--- src/rtl/ggi_pkg.sv ---
// ----------------------------------------------------------------------------
// ggi_pkg
// Shared widths, codes and types of the gaussian grid interpolator.
// ----------------------------------------------------------------------------
package ggi_pkg;

    localparam int DEF_GRID_SIDE = 256;
    localparam int DEF_MAX_TAPS  = 15;

    localparam int SAMPLE_W  = 24;
    localparam int WT_W      = 32;
    localparam int ACC_W     = 48;
    localparam int PROD_W    = 64;
    localparam int COORD_W   = 16;
    localparam int VAL_W     = 18;
    localparam int MAG_W     = 17;
    localparam int TAP_CNT_W = 4;
    localparam int HW_W      = 3;
    localparam int PADDR_W   = 4;
    localparam int PDATA_W   = 32;

    // input item codes
    localparam logic [1:0] MODE_GRID = 2'd0;
    localparam logic [1:0] MODE_SQW  = 2'd1;
    localparam logic [1:0] MODE_PF   = 2'd2;
    localparam logic [1:0] MODE_EVAL = 2'd3;

    // register indexes, byte address 4*index
    localparam logic [1:0] REG_GRID_SIDE  = 2'd0;
    localparam logic [1:0] REG_HALF_WIDTH = 2'd1;
    localparam logic [1:0] REG_COMPLEX    = 2'd2;

    localparam logic [8:0] RST_GRID_SIDE  = 9'd256;
    localparam logic [2:0] RST_HALF_WIDTH = 3'd3;
    localparam logic       RST_COMPLEX    = 1'b1;

    typedef struct packed {
        logic grid_we;
        logic sw_we;
        logic pf_we;
        logic grid_re;
        logic wt_re;
    } ggi_store_ctl_t;

    function automatic int ggi_max(input int a, input int b);
        return (a > b) ? a : b;
    endfunction

endpackage

--- src/rtl/ggi_mul_unit.sv ---
// ----------------------------------------------------------------------------
// ggi_mul_unit
// Shared 33x33 multiplier with registered product and a registered
// Q8.24 round-and-saturate stage behind it.
// ----------------------------------------------------------------------------
module ggi_mul_unit
    import ggi_pkg::*;
(
    input  logic                     clk,
    input  logic [WT_W-1:0]          op_a,
    input  logic signed [WT_W:0]     op_b,
    output logic [PROD_W-1:0]        prod,
    output logic [WT_W-1:0]          rnd,
    output logic                     rnd_sat
);

    logic signed [2*WT_W+1:0] full;
    logic [PROD_W-1:0]        prod_reg;
    logic [WT_W-1:0]          rnd_reg;
    logic                     rnd_sat_reg;
    logic [WT_W+8:0]          rsum;

    assign full = $signed({1'b0, op_a}) * op_b;

    // (p + 2^23) >> 24 as the upper bits plus the rounding bit
    assign rsum = {1'b0, prod_reg[PROD_W-1:24]} + (WT_W+9)'(prod_reg[23]);

    always_ff @(posedge clk)
    begin
        prod_reg    <= full[PROD_W-1:0];
        rnd_sat_reg <= |rsum[WT_W+8:WT_W];
        rnd_reg     <= (|rsum[WT_W+8:WT_W]) ? '1 : rsum[WT_W-1:0];
    end

    assign prod    = prod_reg;
    assign rnd     = rnd_reg;
    assign rnd_sat = rnd_sat_reg;

endmodule

--- config.mk ---
export PLATFORM = sky130hd
export DESIGN_NAME = ggi_mul_unit
export DESIGN_NICKNAME = d
export VERILOG_FILES = /design/src/rtl/ggi_pkg.sv /design/src/rtl/ggi_mul_unit.sv
export SDC_FILE = /design/constraint.sdc
export NUM_CORES = 2
export LEC_CHECK = 0
export BUFFER_PORTS_ARGS = -buffer_cell sky130_fd_sc_hd__buf_4
export CORE_MARGIN = 4
export CORE_UTILIZATION = 60
export CTS_CLUSTER_SIZE = 8
export DETAILED_ROUTE_END_ITERATION = 8
export PLACE_DENSITY = 0.87
export SETUP_SLACK_MARGIN = 0.2
export SLEW_MARGIN = 10
export SYNTH_ARGS = -nofsm -noshare
export SYNTH_HDL_FRONTEND = slang
export SYNTH_SLANG_ARGS = --single-unit
--- constraint.sdc ---
create_clock -name clk -period 6.8 [get_ports clk]
set_input_delay 0.68 -clock clk [delete_from_list [all_inputs] [get_ports clk]]
set_output_delay 0.68 -clock clk [all_outputs]
set_load 0.02 [all_outputs]
# ---- Word level (Yosys, flattened, before mapping)
# Cells that the tools add are included.
# W data, S select, Z words.
dict set report word_totals {
  register_bits 97
}
dict set report op_classes {
  addsub 1
  multipliers 1
  reduce_logical 1
}
# cell n
set op_table {}
lappend op_table {{$mul A33 B33 Y64} 1}
lappend op_table {{$add A40 B1 Y41} 1}
lappend op_table {{$reduce_or A9 Y1} 1}

# ---- Depth between registers and ports, before layout
dict set report logic_depth {
  ltp_word 2
  mapped_depth 28
  depth_no_buf 26
}

# ---- Least setup slack after synthesis
# No wires, ideal clock.
dict set report synth_path {
  path_kind {input port to flip-flop}
  from {in op_a[19]}
  to {reg prod_reg[55] (netlist: prod[55])}
  setup_time_ns 0.128
  t_arrival_ns 7.269
  slack_ns -0.598
  stages 24
  cell_sequence {clkbuf_1 -> and2_1 -> fa_1 -> inv_1 -> fa_1 -> fa_1 -> fa_1 -> fa_1 -> fa_1 -> inv_1 -> fa_1 -> inv_1 -> fa_1 -> inv_1 -> ha_1 -> clkbuf_2 -> nand4_4 -> a2111oi_4 -> o31ai_2 -> a2111oi_4 -> o21ai_2 -> a31oi_4 -> and4_2 -> nor3_2}
}
dict set report synth_between {
  elab_chain_cells 1
}
# item line
set synth_rtl {}
lappend synth_rtl {{from (decl)} ggi_mul_unit.sv:10} ;# input logic [WT_W-1:0] op_a,
lappend synth_rtl {{$mul A33 B33 Y64} ggi_mul_unit.sv:23} ;# assign full = $signed({1'b0, op_a}) * op_b;
lappend synth_rtl {{via full[55]} ggi_mul_unit.sv:17} ;# logic signed [2*WT_W+1:0] full;
lappend synth_rtl {{to (signal assigned)} ggi_mul_unit.sv:30} ;# prod_reg <= full[PROD_W-1:0];
lappend synth_rtl {{to (decl)} ggi_mul_unit.sv:18} ;# logic [PROD_W-1:0] prod_reg;
# The timed path passes the listed nets, and every way through them passes these cells.
# A chain may end at the register's enable or synchronous reset.

# ---- Worst setup path after layout
dict set report layout_path {
  from {in op_b[1]}
  to {reg prod_reg[55] (netlist: prod[55])}
}
dict set report layout_between {
  elab_chain_cells 1
}
# item line
set layout_rtl {}
lappend layout_rtl {{from (decl)} ggi_mul_unit.sv:11} ;# input logic signed [WT_W:0] op_b,
lappend layout_rtl {{$mul A33 B33 Y64} ggi_mul_unit.sv:23}
lappend layout_rtl {{via full[55]} ggi_mul_unit.sv:17}
# The timed path passes the listed nets, and every way through them passes these cells.

==> metrics.txt <==
Synth Instances between 4k and 5k; Vias per Instance 5.89; global-route wire length before repair 186 mm; period utilisation layout 109%; YS warnings 0; antenna violations before repair 1; Startpoint Class input port; CTS buffer count 9; total global routing overflow 0; asr flop ratio synth 0%; Clock Pin Slew Worst Setup and Hold Paths about 0.070 ns; reg2reg setup slack 3.04 ns; Main synth FF type dfxtp_1; hold_ws 0.538 ns; clk_lat worst skew 0.35 ns; Root Buffer clkbuf_16; Die W 260 um; Hold Fails Final Rpt 0; num rows 92; synthesis-to-layout area growth 20.3%; Post-synth EDFFs 0; Critical Path RT between 7 and 8 ns; Syn Nets 5496; Tmin final 7.38 ns; initial DRC count 2940; CP max FO 7; # nets final between 5k and 6k; Max-cap violations 0; Yosys top cell by area fa_1; failing checks setup timing; Top Ports 163; Total Die Area 0.0675 mm^2; clk sinks 97; FMAX 0.135 GHz; detailed-route via count 32.3k; critical path data arrival time between 7 and 8 ns; crit path kind in -> reg; GP Congestion 0.955; # DRC 0; post-synthesis sequential area ratio 5.10%; max FFs per register 64; vias in the first global route 35.9k; non-filler cells, final 5482; Mapped Area about 0.038 mm^2; Initial Utilization 60.4%; status finished, violations left; area of the core 0.0630 mm^2; final slew viol count 0; dpl hpwl between 90 and 100 mm; # H-tree levels 3; Final WS setup -0.580 ns; endpoints failing setup 43; met1 usage 37.1%; layout cells sized above 1 21.3%; post-synth top area share 48.8%; hold_buf cts 0; Worst Max-Slew Pin Slew 1.13 ns; DIE HEIGHT 260 um; worst clock skew 0.00944 ns; largest net degree at the start of global routing 32; synth top area cells fa_1 (49%), inv_1 (10%), ha_1 (9.6%), and2_1 (8.9%), nand2_1 (5.7%); Crit. End Element flop; drt pass-1 iters 7; all-layer global routing usage between 30% and 40%; Cell Count Post-Placement around 5.4k; CTS tree built; per-cell routed wire length 22.7 um; worst hold path type reg -> reg; Slew Limit Headroom 24.7%; drt total wl 124 mm; clk buf depth 2; #FFs+latches synth 97; Antenna Nets Post-Route 0; met3 Usage GRT 9.18%; Avg Inst Size Synth between 9 and 10 um^2; # port buffers 162; Synth cell types 82; M2 GR Usage between 60 and 70%; unrepaired setup endpoints after global routing true; most crowded layer after global routing met2
-- metal layers --
metal	part of all wire, %	vias up
met1	30	15964
li1	-	13060
met5	0	-
met3	10	987
met2	49	2276
met4	11	0
-- stage by stage --
step           setup TNS, ns  utilization (%)  instance area (um^2)  worst slack [ns]
5_1_grt               -19.84             72.7                 45800            -0.693
2_1_floorplan          -1.57                -                 38800            -0.261
3_5_place_dp          -25.25             67.9                 42800            -0.813
6_report              -15.38             72.7                 45800            -0.580
3_3_place_gp          -21.52             67.9                 42800            -0.724
4_1_cts                -2.54             71.2                 44800            -0.268
-- critical path: stages --
cell and delay, ns:
buf_16 0.12, and2_4 0.16, fa_1 0.57, inv_2 0.05
fa_1 0.49, fa_1 0.57, fa_2 0.46, fa_1 0.51
fa_1 0.54, inv_2 0.05, fa_1 0.52, inv_2 0.06
fa_1 0.57, inv_2 0.08, ha_4 0.27, buf_6 0.12
nand4_4 0.10, a2111oi_4 0.26, o31ai_4 0.14, a2111oi_4 0.49
o21ai_4 0.16, a31oi_4 0.32, and4_4 0.27, nor3_2 0.04
-- worst paths after layout --
check,startpoint,end,cells past startpoint
setup / recovery,op_b[1],prod[55],24
hold / removal,prod[31],rnd[7],2
setup reg to reg,prod[23],rnd[3],10
hold reg to reg,prod[31],rnd[7],2
-- layout make-up --
cell class	count	area, um^2
Antenna cell	2	5.00
Tap cell	846	1060
Multi-Input combinational cell	2868	32800
Fill cell	3811	17200
Sequential cell	97	1940
Clock buffer	10	229
Timing Repair Buffer	630	5780
Inverter	1023	3840
Clock inverter	6	70.1
-- cells in the final DEF (no fill, tap or decap), types with 50 or more instances in the layout --
| cell type | instances |
|---|---|
| and2_4 | 50 |
| buf_6 | 91 |
| buf_4 | 473 |
| dfxtp_1 | 97 |
| inv_1 | 971 |
| nand2_1 | 566 |
| inv_2 | 51 |
| fa_2 | 66 |
| fa_1 | 862 |
| and2_1 | 492 |
| ha_1 | 260 |
-- synthesized netlist by cell type, types with 3 or more instances --
library cell and n:
inv_1 1023, fa_1 928, nand2_1 582, and2_1 541, ha_1 291, clkbuf_1 213
dfxtp_1 97, a21oi_1 76, xnor2_1 49, nor2_1 47, xor2_1 42, o21ai_0 36
a21o_1 30, nand3_1 28, nand2b_1 24, nand4_1 19, and3_1 17, and4_1 14
o21bai_1 14, a31oi_1 13, nor3_1 13, nor2b_1 8, o21a_1 8, o211ai_1 5
or3_1 5, a211oi_1 4, buf_4 4, nor4_1 4, a21boi_0 3, clkbuf_2 3
o21ai_1 3, or4_1 3
-- cells by family after synthesis --
group,count (synthesis),synth area share (%)
mux,2,0.0526
simple gates,1321,17.7
flops,97,5.10
xor+xnor,91,2.09
buf+inv,1247,12.4
fa+ha+maj,1219,58.4
compound gates,234,4.26
-- what timing repair did --
| action | in CTS | in global routing |
|---|---|---|
| gates cloned | 9 | 2 |
| setup buffers | 39 | 34 |
| endpoints found under the setup margin | 44 | 46 |
| pin swaps | 160 | 104 |
| resized for setup | 335 | 178 |
Power is not shown: default switching activity piles up to over one toggle a cycle in this logic, so the estimate is an artifact.
