--- src/rtl/ggi_pkg.sv ---
// ----------------------------------------------------------------------------
// ggi_pkg
// Shared widths, codes and types of the gaussian grid interpolator.
// ----------------------------------------------------------------------------
package ggi_pkg;

    localparam int DEF_GRID_SIDE = 256;
    localparam int DEF_MAX_TAPS  = 15;

    localparam int SAMPLE_W  = 24;
    localparam int WT_W      = 32;
    localparam int ACC_W     = 48;
    localparam int PROD_W    = 64;
    localparam int COORD_W   = 16;
    localparam int VAL_W     = 18;
    localparam int MAG_W     = 17;
    localparam int TAP_CNT_W = 4;
    localparam int HW_W      = 3;
    localparam int PADDR_W   = 4;
    localparam int PDATA_W   = 32;

    // input item codes
    localparam logic [1:0] MODE_GRID = 2'd0;
    localparam logic [1:0] MODE_SQW  = 2'd1;
    localparam logic [1:0] MODE_PF   = 2'd2;
    localparam logic [1:0] MODE_EVAL = 2'd3;

    // register indexes, byte address 4*index
    localparam logic [1:0] REG_GRID_SIDE  = 2'd0;
    localparam logic [1:0] REG_HALF_WIDTH = 2'd1;
    localparam logic [1:0] REG_COMPLEX    = 2'd2;

    localparam logic [8:0] RST_GRID_SIDE  = 9'd256;
    localparam logic [2:0] RST_HALF_WIDTH = 3'd3;
    localparam logic       RST_COMPLEX    = 1'b1;

    typedef struct packed {
        logic grid_we;
        logic sw_we;
        logic pf_we;
        logic grid_re;
        logic wt_re;
    } ggi_store_ctl_t;

    function automatic int ggi_max(input int a, input int b);
        return (a > b) ? a : b;
    endfunction

endpackage

--- src/rtl/ggi_mod_unit.sv ---
// ----------------------------------------------------------------------------
// ggi_mod_unit
// Bit-serial restoring remainder of a signed coordinate by the grid side,
// one quotient bit per cycle, result folded into [0, side).
// ----------------------------------------------------------------------------
module ggi_mod_unit
    import ggi_pkg::*;
#(
    parameter int SIDE_W = 9
)(
    input  logic              clk,
    input  logic              rst_n,
    input  logic              start,
    input  logic [MAG_W-1:0]  mag,
    input  logic              neg,
    input  logic [SIDE_W-1:0] side,
    output logic              done,
    output logic [SIDE_W-1:0] result
);

    localparam int CNT_W = $clog2(MAG_W + 1);

    logic              busy_reg, busy_next;
    logic              done_reg, done_next;
    logic [CNT_W-1:0]  cnt_reg, cnt_next;
    logic [MAG_W-1:0]  mag_reg, mag_next;
    logic              neg_reg, neg_next;
    logic [SIDE_W-1:0] r_reg, r_next;
    logic [SIDE_W:0]   partial;

    assign partial = {r_reg, mag_reg[MAG_W-1]};

    always_comb
    begin
        busy_next = busy_reg;
        done_next = 1'b0;
        cnt_next  = cnt_reg;
        mag_next  = mag_reg;
        neg_next  = neg_reg;
        r_next    = r_reg;
        if (start)
        begin
            busy_next = 1'b1;
            cnt_next  = CNT_W'(MAG_W);
            mag_next  = mag;
            neg_next  = neg;
            r_next    = '0;
        end
        else if (busy_reg)
        begin
            if (partial >= {1'b0, side})
                r_next = SIDE_W'(partial - {1'b0, side});
            else
                r_next = partial[SIDE_W-1:0];
            mag_next = {mag_reg[MAG_W-2:0], 1'b0};
            cnt_next = cnt_reg - 1'b1;
            if (cnt_reg == CNT_W'(1))
            begin
                busy_next = 1'b0;
                done_next = 1'b1;
            end
        end
    end

    always_ff @(posedge clk or negedge rst_n)
    begin
        if (!rst_n)
        begin
            busy_reg <= 1'b0;
            done_reg <= 1'b0;
            cnt_reg  <= '0;
        end
        else
        begin
            busy_reg <= busy_next;
            done_reg <= done_next;
            cnt_reg  <= cnt_next;
        end
    end

    always_ff @(posedge clk)
    begin
        mag_reg <= mag_next;
        neg_reg <= neg_next;
        r_reg   <= r_next;
    end

    // truncating remainder of a negative value folds up by one side
    assign done   = done_reg;
    assign result = (neg_reg && r_reg != '0) ? side - r_reg : r_reg;

endmodule

--- config.mk ---
export PLATFORM = sky130hd
export DESIGN_NAME = ggi_mod_unit
export DESIGN_NICKNAME = d
export VERILOG_FILES = /design/src/rtl/ggi_pkg.sv /design/src/rtl/ggi_mod_unit.sv
export SDC_FILE = /design/constraint.sdc
export NUM_CORES = 1
export LEC_CHECK = 0
export ABC_AREA = 1
export BUFFER_PORTS_ARGS = -buffer_cell sky130_fd_sc_hd__buf_2
export CAP_MARGIN = 20
export CORE_MARGIN = 1.5
export CORE_UTILIZATION = 45
export CTS_BUF_LIST = sky130_fd_sc_hd__clkbuf_4
export CTS_CLUSTER_DIAMETER = 120
export CTS_CLUSTER_SIZE = 30
export DETAILED_ROUTE_END_ITERATION = 8
export GPL_TIMING_DRIVEN = 0
export PLACE_DENSITY = 0.64
export SYNTH_ARGS = -nofsm -noshare
export SYNTH_HDL_FRONTEND = slang
export SYNTH_SLANG_ARGS = --single-unit
--- constraint.sdc ---
create_clock -name clk -period 2.3 [get_ports clk]
set_clock_uncertainty 0.15 [all_clocks]
set_input_delay 0.345 -clock clk [delete_from_list [all_inputs] [get_ports clk]]
set_output_delay 0.345 -clock clk [all_outputs]
set_load 0.02 [all_outputs]
# Yosys cells after proc, flatten, opt, wreduce, memory -nomap -nowiden
# Index checks and enable logic that the tools add are counted.
[totals]
elab_cells = 26
input_bits = 30
memories = 0
latchBits = 0
romBits = 0
out_inout_bits = 10
register_bits = 34
ram_bits = 0
[op_classes]
mux = 12
n_addsub = 3
magnitude_cmp = 1
n_reduce_logical = 3
eq_ne = 1
n_div = 0
n_shift = 0
n_mul = 0
n_bitwise = 0
[op_table]
columns = ["cell", "count"]
rows = [
  ["$mux 17", 2],
  ["$mux 9", 2],
  ["$sub 9x9->9", 2],
  ["$ge 10x9->1", 1],
  ["$mux 5", 2],
  ["$reduce_bool 9->1", 1],
  ["$mux 1", 6],
  ["$eq 5x1->1 const B", 1],
  ["$sub 5x1->5 const B", 1],
  ["$reduce_bool 2->1", 1],
  ["$logic_and 1x1->1", 1],
]

# Depth between registers and ports, before layout
# Gate-level depths: netlist (run 1).
[logic_depth]
depth_word = 4
mapped_depth = 13
mapped_depth_nobuf = 13

# Least setup slack after synthesis (run 1)
# No wires, ideal clock.
[synth_timing]
path_type = "reg2out"
startpoint = "register r_reg[0]"
endpoint = "output port result[8]"
path_stages_with_launch = 11
required_time_ps = 1805
setup_slack_ps = 88
arrival_time_ps = 1717
n_path_buf = 0
cell_sequence = "dfxtp_1 > ha_1 > fa_1 > nand3b_1 > nand2_1 > nand3_1 > nand2_1 > nand2_1 > nand2_1 > nand2_1 > o21ai_1"
[synth_via]
elab_chain_cells = 3
elab_cells_between_ends = 4
classes_between = "1 x add/sub; 1 x mux; 2 x reduce/logical"
[synth_lines]
columns = ["item", "line_no", "text"]
rows = [
  ["start, declared", "ggi_mod_unit.sv:28", "logic [SIDE_W-1:0] r_reg, r_next;"],
  ["start signal, assigned", "ggi_mod_unit.sv:85", "r_reg <= r_next;"],
  ["branches (longest 2 deep; another with $sub 9x9->9)", "-", ""],
  ["$mux 9 (*)", "ggi_mod_unit.sv:90", "assign result = (neg_reg && r_reg != '0) ? side - r_reg : r_reg;"],
  ["end, declared", "ggi_mod_unit.sv:18", "output logic [SIDE_W-1:0] result"],
]
# Every way passes the cells marked *.

# Worst setup path after layout (run 1)
# Ends and elaborated chain as after synthesis.

==> run_results.csv, run 1 <==
group,metric,value,unit
outcome,run_status,"complete, but fails checks",
outcome,failing_checks,"setup timing",
global_routing,number_of_global_route_vias_before_repair,2306,
finish,area.growth.synth_to_final,26.7,%
drt,vias,2384,
synth,netlist_area,2560,µm²
pwr,p_sw_share,45.3,%
worst_setup_path,reg2reg_slack,0.18,ns
cts,cts-root-to-sink-buffers,2,
pwr,power_after_layout,0.00331,W
min_path,min_path_cells,1,
pwr,power.ir.vdd_worst,0.395,mV
drt,vias_per_cell,4.83,
pwr,power_density,1020,nW/µm²
sta,peak_clock_frequency_supported_by_timing,393,MHz
cts,clk_pin_slew,0.11,ns
drt,drt.antenna.violating_nets,0,
flow_run,max_cap_violations,0,
placed_design,gpl.final_weighted_congestion,0.839,
floorplanning,die_h,78.4,µm
finish,diodes,0,
synth,syn-mean-instance-area,7.09,µm²
floorplanning,die-area,6150,µm²
synth,synth_seq_cells,34,
finish,layout.core_utilization,58.9,%
pwr,cellInternalPower,0.00181,W
floorplanning,floorplan.io_pins,40,
synth,postSynth.asyncResetShare,20.6,%
synth,synthCells,361,
worst_setup_path,critPathCaptureType,"output pin",
floorplanning,effective_utilization_at_floorplan,46.5,%
finish,nets,472,
drt,totalWireLength,5990,µm
drt,drc_violations_left,0,
sta,minimum_setup_slack_in_the_final_design,-0.245,ns
synth,yosys_warnings,0,
cts,cts.htree.levels,2,
placed_design,place.port_buffers,39,
synth,synth_edf_count,18,
cts,cts_root_buf,"sky130_fd_sc_hd__clkbuf_4",
worst_setup_path,crit_fanout,3,
sta,final_period_minus_worst_setup_slack,2.55,ns
sta,timing_hold_violations_final,0,
sta,holdWs,0.0523,ns
finish,max_reg_flops,17,
global_routing,grt_antenna_before_repair,0,
pwr,static-leakage-power,1.72,nW
worst_setup_path,timing.reg2reg.worst_path_depth,13,
worst_setup_path,worst_setup_path_start_kind,"register",
worst_setup_path,critical_path.max_stage_delay,0.37,ns
sta,setup_repair_after_global_routing_missed_its_margin,"true",
drt,wl_cell,12.1,µm
worst_setup_path,timing.critical_path.arrival,2.05,ns
placed_design,place_hpwl,4320,µm
min_path,hold-path-endpoint,"neg_reg",
global_routing,wire_length_of_the_first_global_routing_pass,9990,µm
pwr,power.clock.fraction,10.3,%
pwr,comb_power_share,62.6,%
synth,yosysTopAreaCell,"sky130_fd_sc_hd__edfxtp_1",
global_routing,grt.total_usage,20.4,%
drt,violation_count_after_the_first_detailed_route_iteration,121,
worst_setup_path,required_arrival_time_at_the_worst_endpoint,1.80,ns
sta,finalSetupViolCount,3,
global_routing,grt_max_degree,19,
floorplanning,core.rowCount,27,
min_path,min-delay-start,"neg",
worst_setup_path,critical_path.slowest_cell,"sky130_fd_sc_hd__dfxtp_4",
min_path,hold_path.class,"input pin to register",
synth,ys_seq_area_share,35.0,%
synth,postSynth.topFlopCell,"sky130_fd_sc_hd__edfxtp_1",
pwr,switching_power_total,0.00150,W
synth,netlist-cell-type-count,33,
worst_setup_path,crit-reg2reg-launch,"r_reg[1]",
floorplanning,core-area,5510,µm²
pwr,power.sequential.fraction,27.1,%
finish,post_route_cells_drive_above_1_share,27.5,%
sta,timing.final.max_slew_violations,0,
finish,filler_cell_count,531,
placed_design,placedCellCount,472,
synth,yosys-top-cells-area,"sky130_fd_sc_hd__edfxtp_1 21%, sky130_fd_sc_hd__nand2_1 21%, sky130_fd_sc_hd__ha_1 9.3%, sky130_fd_sc_hd__inv_1 7.5%, sky130_fd_sc_hd__dfxtp_1 7.0%",
worst_setup_path,regToRegEndpoint,"r_reg[6]",
drt,drt_first_pass_iters,4,
synth,synth_top_area_share,21.1,%
synth,syn-num-nets,412,
cts,clk_latency,0.34,ns
worst_setup_path,criticalPathCategory,"register to output pin",
cts,cts_tree,"done",
cts,cts.sinks,34,
cts,cts_buffers,5,
floorplanning,die_width,78.4,µm
sta,maxSlewHeadroom,55.7,%
sta,worstMarginPinSlew,0.664,ns
worst_setup_path,crit_path_cell_trace,"ha_4, fa_2, nand3b_1, nand2_2, nand3_2, nand2_1, nand2_1, nand2_1, nand2_1, o21ai_1, buf_4",
sta,timing.final.crit_share,111,%
global_routing,globalRoute.totalOverflow,0,
worst_setup_path,crit_path_frequent_cell,"sky130_fd_sc_hd__nand2_1",
finish,layoutNonFillerInstCount,494,
==> cell type report <==
cell class,count,area [µm²],share of cell area [%]
inverters,56,215,6.63
multi-input cells,267,1620,49.8
repair buffers,52,330,10.2
clock buffers,7,52.6,1.62
clock inverters,1,3.75,0.116
flip-flops and latches,34,917,28.3
plain buffers,5,20.0,0.617
well taps,72,90.1,2.78
==> Yosys cell counts (2+ instances only) <==
cell type,n
sky130_fd_sc_hd__a21oi_1,12
sky130_fd_sc_hd__clkbuf_1,4
sky130_fd_sc_hd__dfrtp_1,7
sky130_fd_sc_hd__dfxtp_1,9
sky130_fd_sc_hd__edfxtp_1,18
sky130_fd_sc_hd__fa_1,2
sky130_fd_sc_hd__ha_1,19
sky130_fd_sc_hd__inv_1,51
sky130_fd_sc_hd__inv_2,4
sky130_fd_sc_hd__nand2_1,140
sky130_fd_sc_hd__nand2_2,4
sky130_fd_sc_hd__nand2_4,3
sky130_fd_sc_hd__nand3_1,30
sky130_fd_sc_hd__nand3b_1,5
sky130_fd_sc_hd__nand4_1,3
sky130_fd_sc_hd__nor2_1,17
sky130_fd_sc_hd__nor2_4,2
sky130_fd_sc_hd__nor3_1,2
sky130_fd_sc_hd__o21ai_0,7
sky130_fd_sc_hd__o21ai_1,5
sky130_fd_sc_hd__xnor2_1,4
sky130_fd_sc_hd__xor2_1,2
==> cell usage in the layout (no fill, tap or decap), types with 8 or more instances in the layout <==
| master | Yosys | final |
|---|---|---|
| sky130_fd_sc_hd__o21ai_1 | 5 | 8 |
| sky130_fd_sc_hd__nor2_1 | 17 | 16 |
| sky130_fd_sc_hd__nand2_1 | 140 | 133 |
| sky130_fd_sc_hd__inv_1 | 51 | 43 |
| sky130_fd_sc_hd__a21oi_1 | 12 | 9 |
| sky130_fd_sc_hd__nand2_2 | 4 | 10 |
| sky130_fd_sc_hd__buf_4 | 0 | 16 |
| sky130_fd_sc_hd__buf_2 | 1 | 32 |
| sky130_fd_sc_hd__edfxtp_1 | 18 | 18 |
| sky130_fd_sc_hd__ha_1 | 19 | 12 |
| sky130_fd_sc_hd__nand3_1 | 30 | 28 |
| sky130_fd_sc_hd__inv_2 | 4 | 10 |
==> worst max-delay path: cells and delay by family, from the launching register on <==
kind                       cells  cell delay, ns
and+or+nand+nor                7            0.61
adders and majority gates      2            0.51
DFF                            1            0.37
buffers and inverters          1            0.15
AOI/OAI and AO/OA              1            0.07
==> metal layers <==
| layer | part of all wire [%] | GRT usage, % |
|---|---|---|
| met1 | 46 | 25.1 |
| met2 | 49 | 35.9 |
| met3 | 3.9 | 3.49 |
| met4 | 1.3 | 6.61 |
| met5 | 0 | 0 |
==> worst max path at each step <==
stage,startpoint,endpoint,cells after the start
floorplan,side[0],result[8],11
global placement,side[0],result[8],13
detailed placement,side[0],result[8],13
CTS,r_reg[0],result[8],11
global route,r_reg[0],result[8],11
finish,r_reg[0],result[8],11
==> cell families after synthesis <==
logic type | Yosys count | synth area share (%)
xor gates and xnor gates | 6 | 2.05
buffers and inverters | 61 | 8.99
adders and majority gates | 21 | 10.8
DFF | 34 | 35.0
AOI/OAI and AO/OA | 27 | 5.57
and+or+nand+nor | 212 | 37.6
==> what timing repair did <==
item	4_1_cts	5_1_grt
buffers inserted	5	7
endpoints found under the setup margin	9	11
hold endpoints to repair	7	0
hold buffers	1	0
cloned	0	1
resized for setup	32	34
pin swaps	5	20
==> metrics by stage <==
step / cell area (µm²) / setup WS [ns] / setup TNS, ns
after floorplan: 2560 / 0.0878 / 0
after global placement: 2850 / -0.190 / -0.369
after detailed placement: 2850 / -0.208 / -0.417
after CTS: 3070 / -0.295 / -0.775
after global routing: 3240 / -0.414 / -1.33
final: 3240 / -0.245 / -0.645
==> power by group through the flow <==
stage | registers, W | logic (W) | clock network, W
global placement | 0.000897 | 0.00157 | 0
CTS | 0.000881 | 0.00180 | 0.000354
finish | 0.000897 | 0.00207 | 0.000341
floorplan | 0.000865 | 0.00125 | 0
detailed placement | 0.000902 | 0.00160 | 0
global route | 0.000915 | 0.00233 | 0.000384
No activity file was read; power rests on OpenSTA's default activity.
==> inputs of run 2 (changes only) <==
--- a/config.mk
+++ b/config.mk
@@ -9,13 +9,12 @@
 export BUFFER_PORTS_ARGS = -buffer_cell sky130_fd_sc_hd__buf_2
 export CAP_MARGIN = 20
 export CORE_MARGIN = 1.5
-export CORE_UTILIZATION = 45
+export CORE_UTILIZATION = 59
 export CTS_BUF_LIST = sky130_fd_sc_hd__clkbuf_4
 export CTS_CLUSTER_DIAMETER = 120
 export CTS_CLUSTER_SIZE = 30
 export DETAILED_ROUTE_END_ITERATION = 8
-export GPL_TIMING_DRIVEN = 0
-export PLACE_DENSITY = 0.64
+export PLACE_DENSITY = 0.81
 export SYNTH_ARGS = -nofsm -noshare
 export SYNTH_HDL_FRONTEND = slang
 export SYNTH_SLANG_ARGS = --single-unit
==> run_results.csv, run 2 (synthesis results as in run 1) <==
group,metric,value,unit
cts,clk_pin_slew,0.11,ns
worst_setup_path,crit-reg2reg-launch,"mag_reg[16]",
cts,cts.sinks,34,
worst_setup_path,critical_path.slowest_cell,"sky130_fd_sc_hd__dfxtp_2",
drt,vias_per_cell,5.42,
floorplanning,core-area,4090,µm²
sta,finalSetupViolCount,5,
placed_design,gpl.final_weighted_congestion,0.906,
min_path,min_path_cells,1,
finish,layout_commonest_cell,"sky130_fd_sc_hd__nand2_1",
cts,cts.htree.levels,2,
drt,vias,2613,
worst_setup_path,required_arrival_time_at_the_worst_endpoint,1.80,ns
min_path,min-delay-start,"neg",
global_routing,wire_length_of_the_first_global_routing_pass,9780,µm
finish,max_reg_flops,17,
floorplanning,core.rowCount,23,
worst_setup_path,timing.critical_path.arrival,1.99,ns
sta,timing.final.max_slew_violations,0,
floorplanning,die-area,4750,µm²
sta,maxSlewHeadroom,67.2,%
sta,setup_repair_after_global_routing_missed_its_margin,"true",
worst_setup_path,criticalPathCategory,"register to output pin",
drt,violation_count_after_the_first_detailed_route_iteration,214,
floorplanning,die_h,68.9,µm
drt,drc_violations_left,0,
worst_setup_path,regToRegEndpoint,"r_reg[3]",
finish,post_route_cells_drive_above_1_share,30.6,%
drt,drt_first_pass_iters,6,
pwr,power_density,1050,nW/µm²
sta,peak_clock_frequency_supported_by_timing,402,MHz
cts,cts_tree,"done",
worst_setup_path,worst_setup_path_start_kind,"register",
outcome,run_status,"complete, but fails checks",
outcome,failing_checks,"setup timing",
cts,cts_buffers,5,
sta,minimum_setup_slack_in_the_final_design,-0.188,ns
flow_run,max_cap_violations,0,
pwr,static-leakage-power,1.78,nW
worst_setup_path,crit_start,"r_reg[0]",
floorplanning,effective_utilization_at_floorplan,62.7,%
finish,layout.core_utilization,81.0,%
global_routing,number_of_global_route_vias_before_repair,2257,
finish,area.growth.synth_to_final,29.2,%
worst_setup_path,critical_path.max_stage_delay,0.35,ns
global_routing,grt.total_usage,28.0,%
pwr,power.ir.vdd_worst,0.541,mV
placed_design,place.port_buffers,39,
drt,wl_cell,13.6,µm
worst_setup_path,crit_path_cell_trace,"ha_4, fa_2, nand3b_1, nand2_2, a21oi_1, xor2_1, nand2_1, nand2_1, buf_6",
cts,clk_latency,0.33,ns
worst_setup_path,critPathCaptureType,"output pin",
finish,layout_common_cells,"133 x sky130_fd_sc_hd__nand2_1, 44 x sky130_fd_sc_hd__inv_1, 32 x sky130_fd_sc_hd__buf_2",
sta,worstMarginPinSlew,0.492,ns
worst_setup_path,reg2reg_slack,0.16,ns
drt,totalWireLength,6550,µm
worst_setup_path,crit_fanout,3,
finish,diodes,0,
min_path,hold_path.class,"input pin to register",
worst_setup_path,timing.reg2reg.worst_path_depth,11,
cts,cts_root_buf,"sky130_fd_sc_hd__clkbuf_4",
worst_setup_path,crit_path_frequent_cell,"sky130_fd_sc_hd__nand2_1",
sta,final_period_minus_worst_setup_slack,2.49,ns
placed_design,place_hpwl,4350,µm
finish,nets,482,
global_routing,globalRoute.totalOverflow,0,
min_path,hold-path-endpoint,"neg_reg",
cts,cts-root-to-sink-buffers,2,
drt,drt.antenna.violating_nets,0,
sta,timing.final.crit_share,108,%
floorplanning,floorplan.io_pins,40,
sta,timing_hold_violations_final,0,
floorplanning,die_width,68.9,µm
sta,setup-tns-final,-0.490,ns
global_routing,grt_max_degree,19,
global_routing,grt_antenna_before_repair,0,
-- run 2: cell types whose count changed in the layout (fill, tap and decap cells not counted), sizes merged --
cell	previous run	this run
clkbuf	11	6
nand2	148	149
buf	52	65
clkinv	2	3
-- run 2: repair_timing --
action | CTS | global route
setup endpoints to repair | 9 | 10
hold buffers | 1 | 0
gates resized for setup | 36 | 22
endpoints found under the hold margin | 7 | 0
pin swaps | 7 | 13
gates cloned | 0 | 2
buffers inserted | 2 | 7
-- run 2: report_power, final --
part	switching (W)	internal [W]	leakage [nW]	total, W
sequential	0.0000875	0.000782	0.357	0.000870
combinational	0.00130	0.000953	1.39	0.00226
clock	0.000211	0.000132	0.0356	0.000342
-- run 2: worst max-delay path: cells and delay by family (launching register included) --
kind                     cells  cell delay, ns
XOR/XNOR                     1            0.15
buffers and inverters        1            0.12
AO/OA/AOI/OAI                1            0.09
flip-flops                   1            0.35
adder cells (fa/ha/maj)      2            0.49
AND/OR/NAND/NOR              4            0.46
-- run 2: cell type report --
cell class | instances | area, µm²
multi-input cells | 268 | 1640
flip-flops and latches | 34 | 907
fillers | 285 | 777
repair buffers | 66 | 433
inverters | 56 | 210
well taps | 50 | 62.6
clock buffers | 6 | 45.0
clock inverters | 2 | 13.8
-- run 2: per-stage QoR --
stage / worst slack [ns] / instances / hold WS, ns / total power [W] / cell area, µm²
final: -0.188 / 482 / 0.0298 / 0.00347 / 3310
after global routing: -0.345 / 482 / 0.00813 / 0.00373 / 3310
after CTS: -0.195 / 473 / 0.0200 / 0.00317 / 3170
after detailed placement: -0.174 / 462 / 0.0339 / 0.00260 / 2930
after global placement: -0.141 / 462 / 0.0352 / 0.00256 / 2930
after floorplan: 0.0878 / 361 / -0.101 / 0.00212 / 2560
-- run 2: how the worst max path moves through the flow --
stage	endpoint	cells after the start	slack, ns
2_1_floorplan	result[8]	11	0.09
3_3_place_gp	result[8]	13	-0.14
3_5_place_dp	result[8]	13	-0.17
4_1_cts	result[8]	11	-0.19
5_1_grt	result[8]	11	-0.34
6_report	result[6]	9	-0.19
-- run 2: routing by layer --
metal  up-vias  global-route usage (%)  wire length [µm]
met4         0                    13.5               212
li1       1293                       -                 -
met1      1167                    35.9              2700
met3        23                    4.55               493
met5         -                       0                 0
met2       130                    46.0              3140
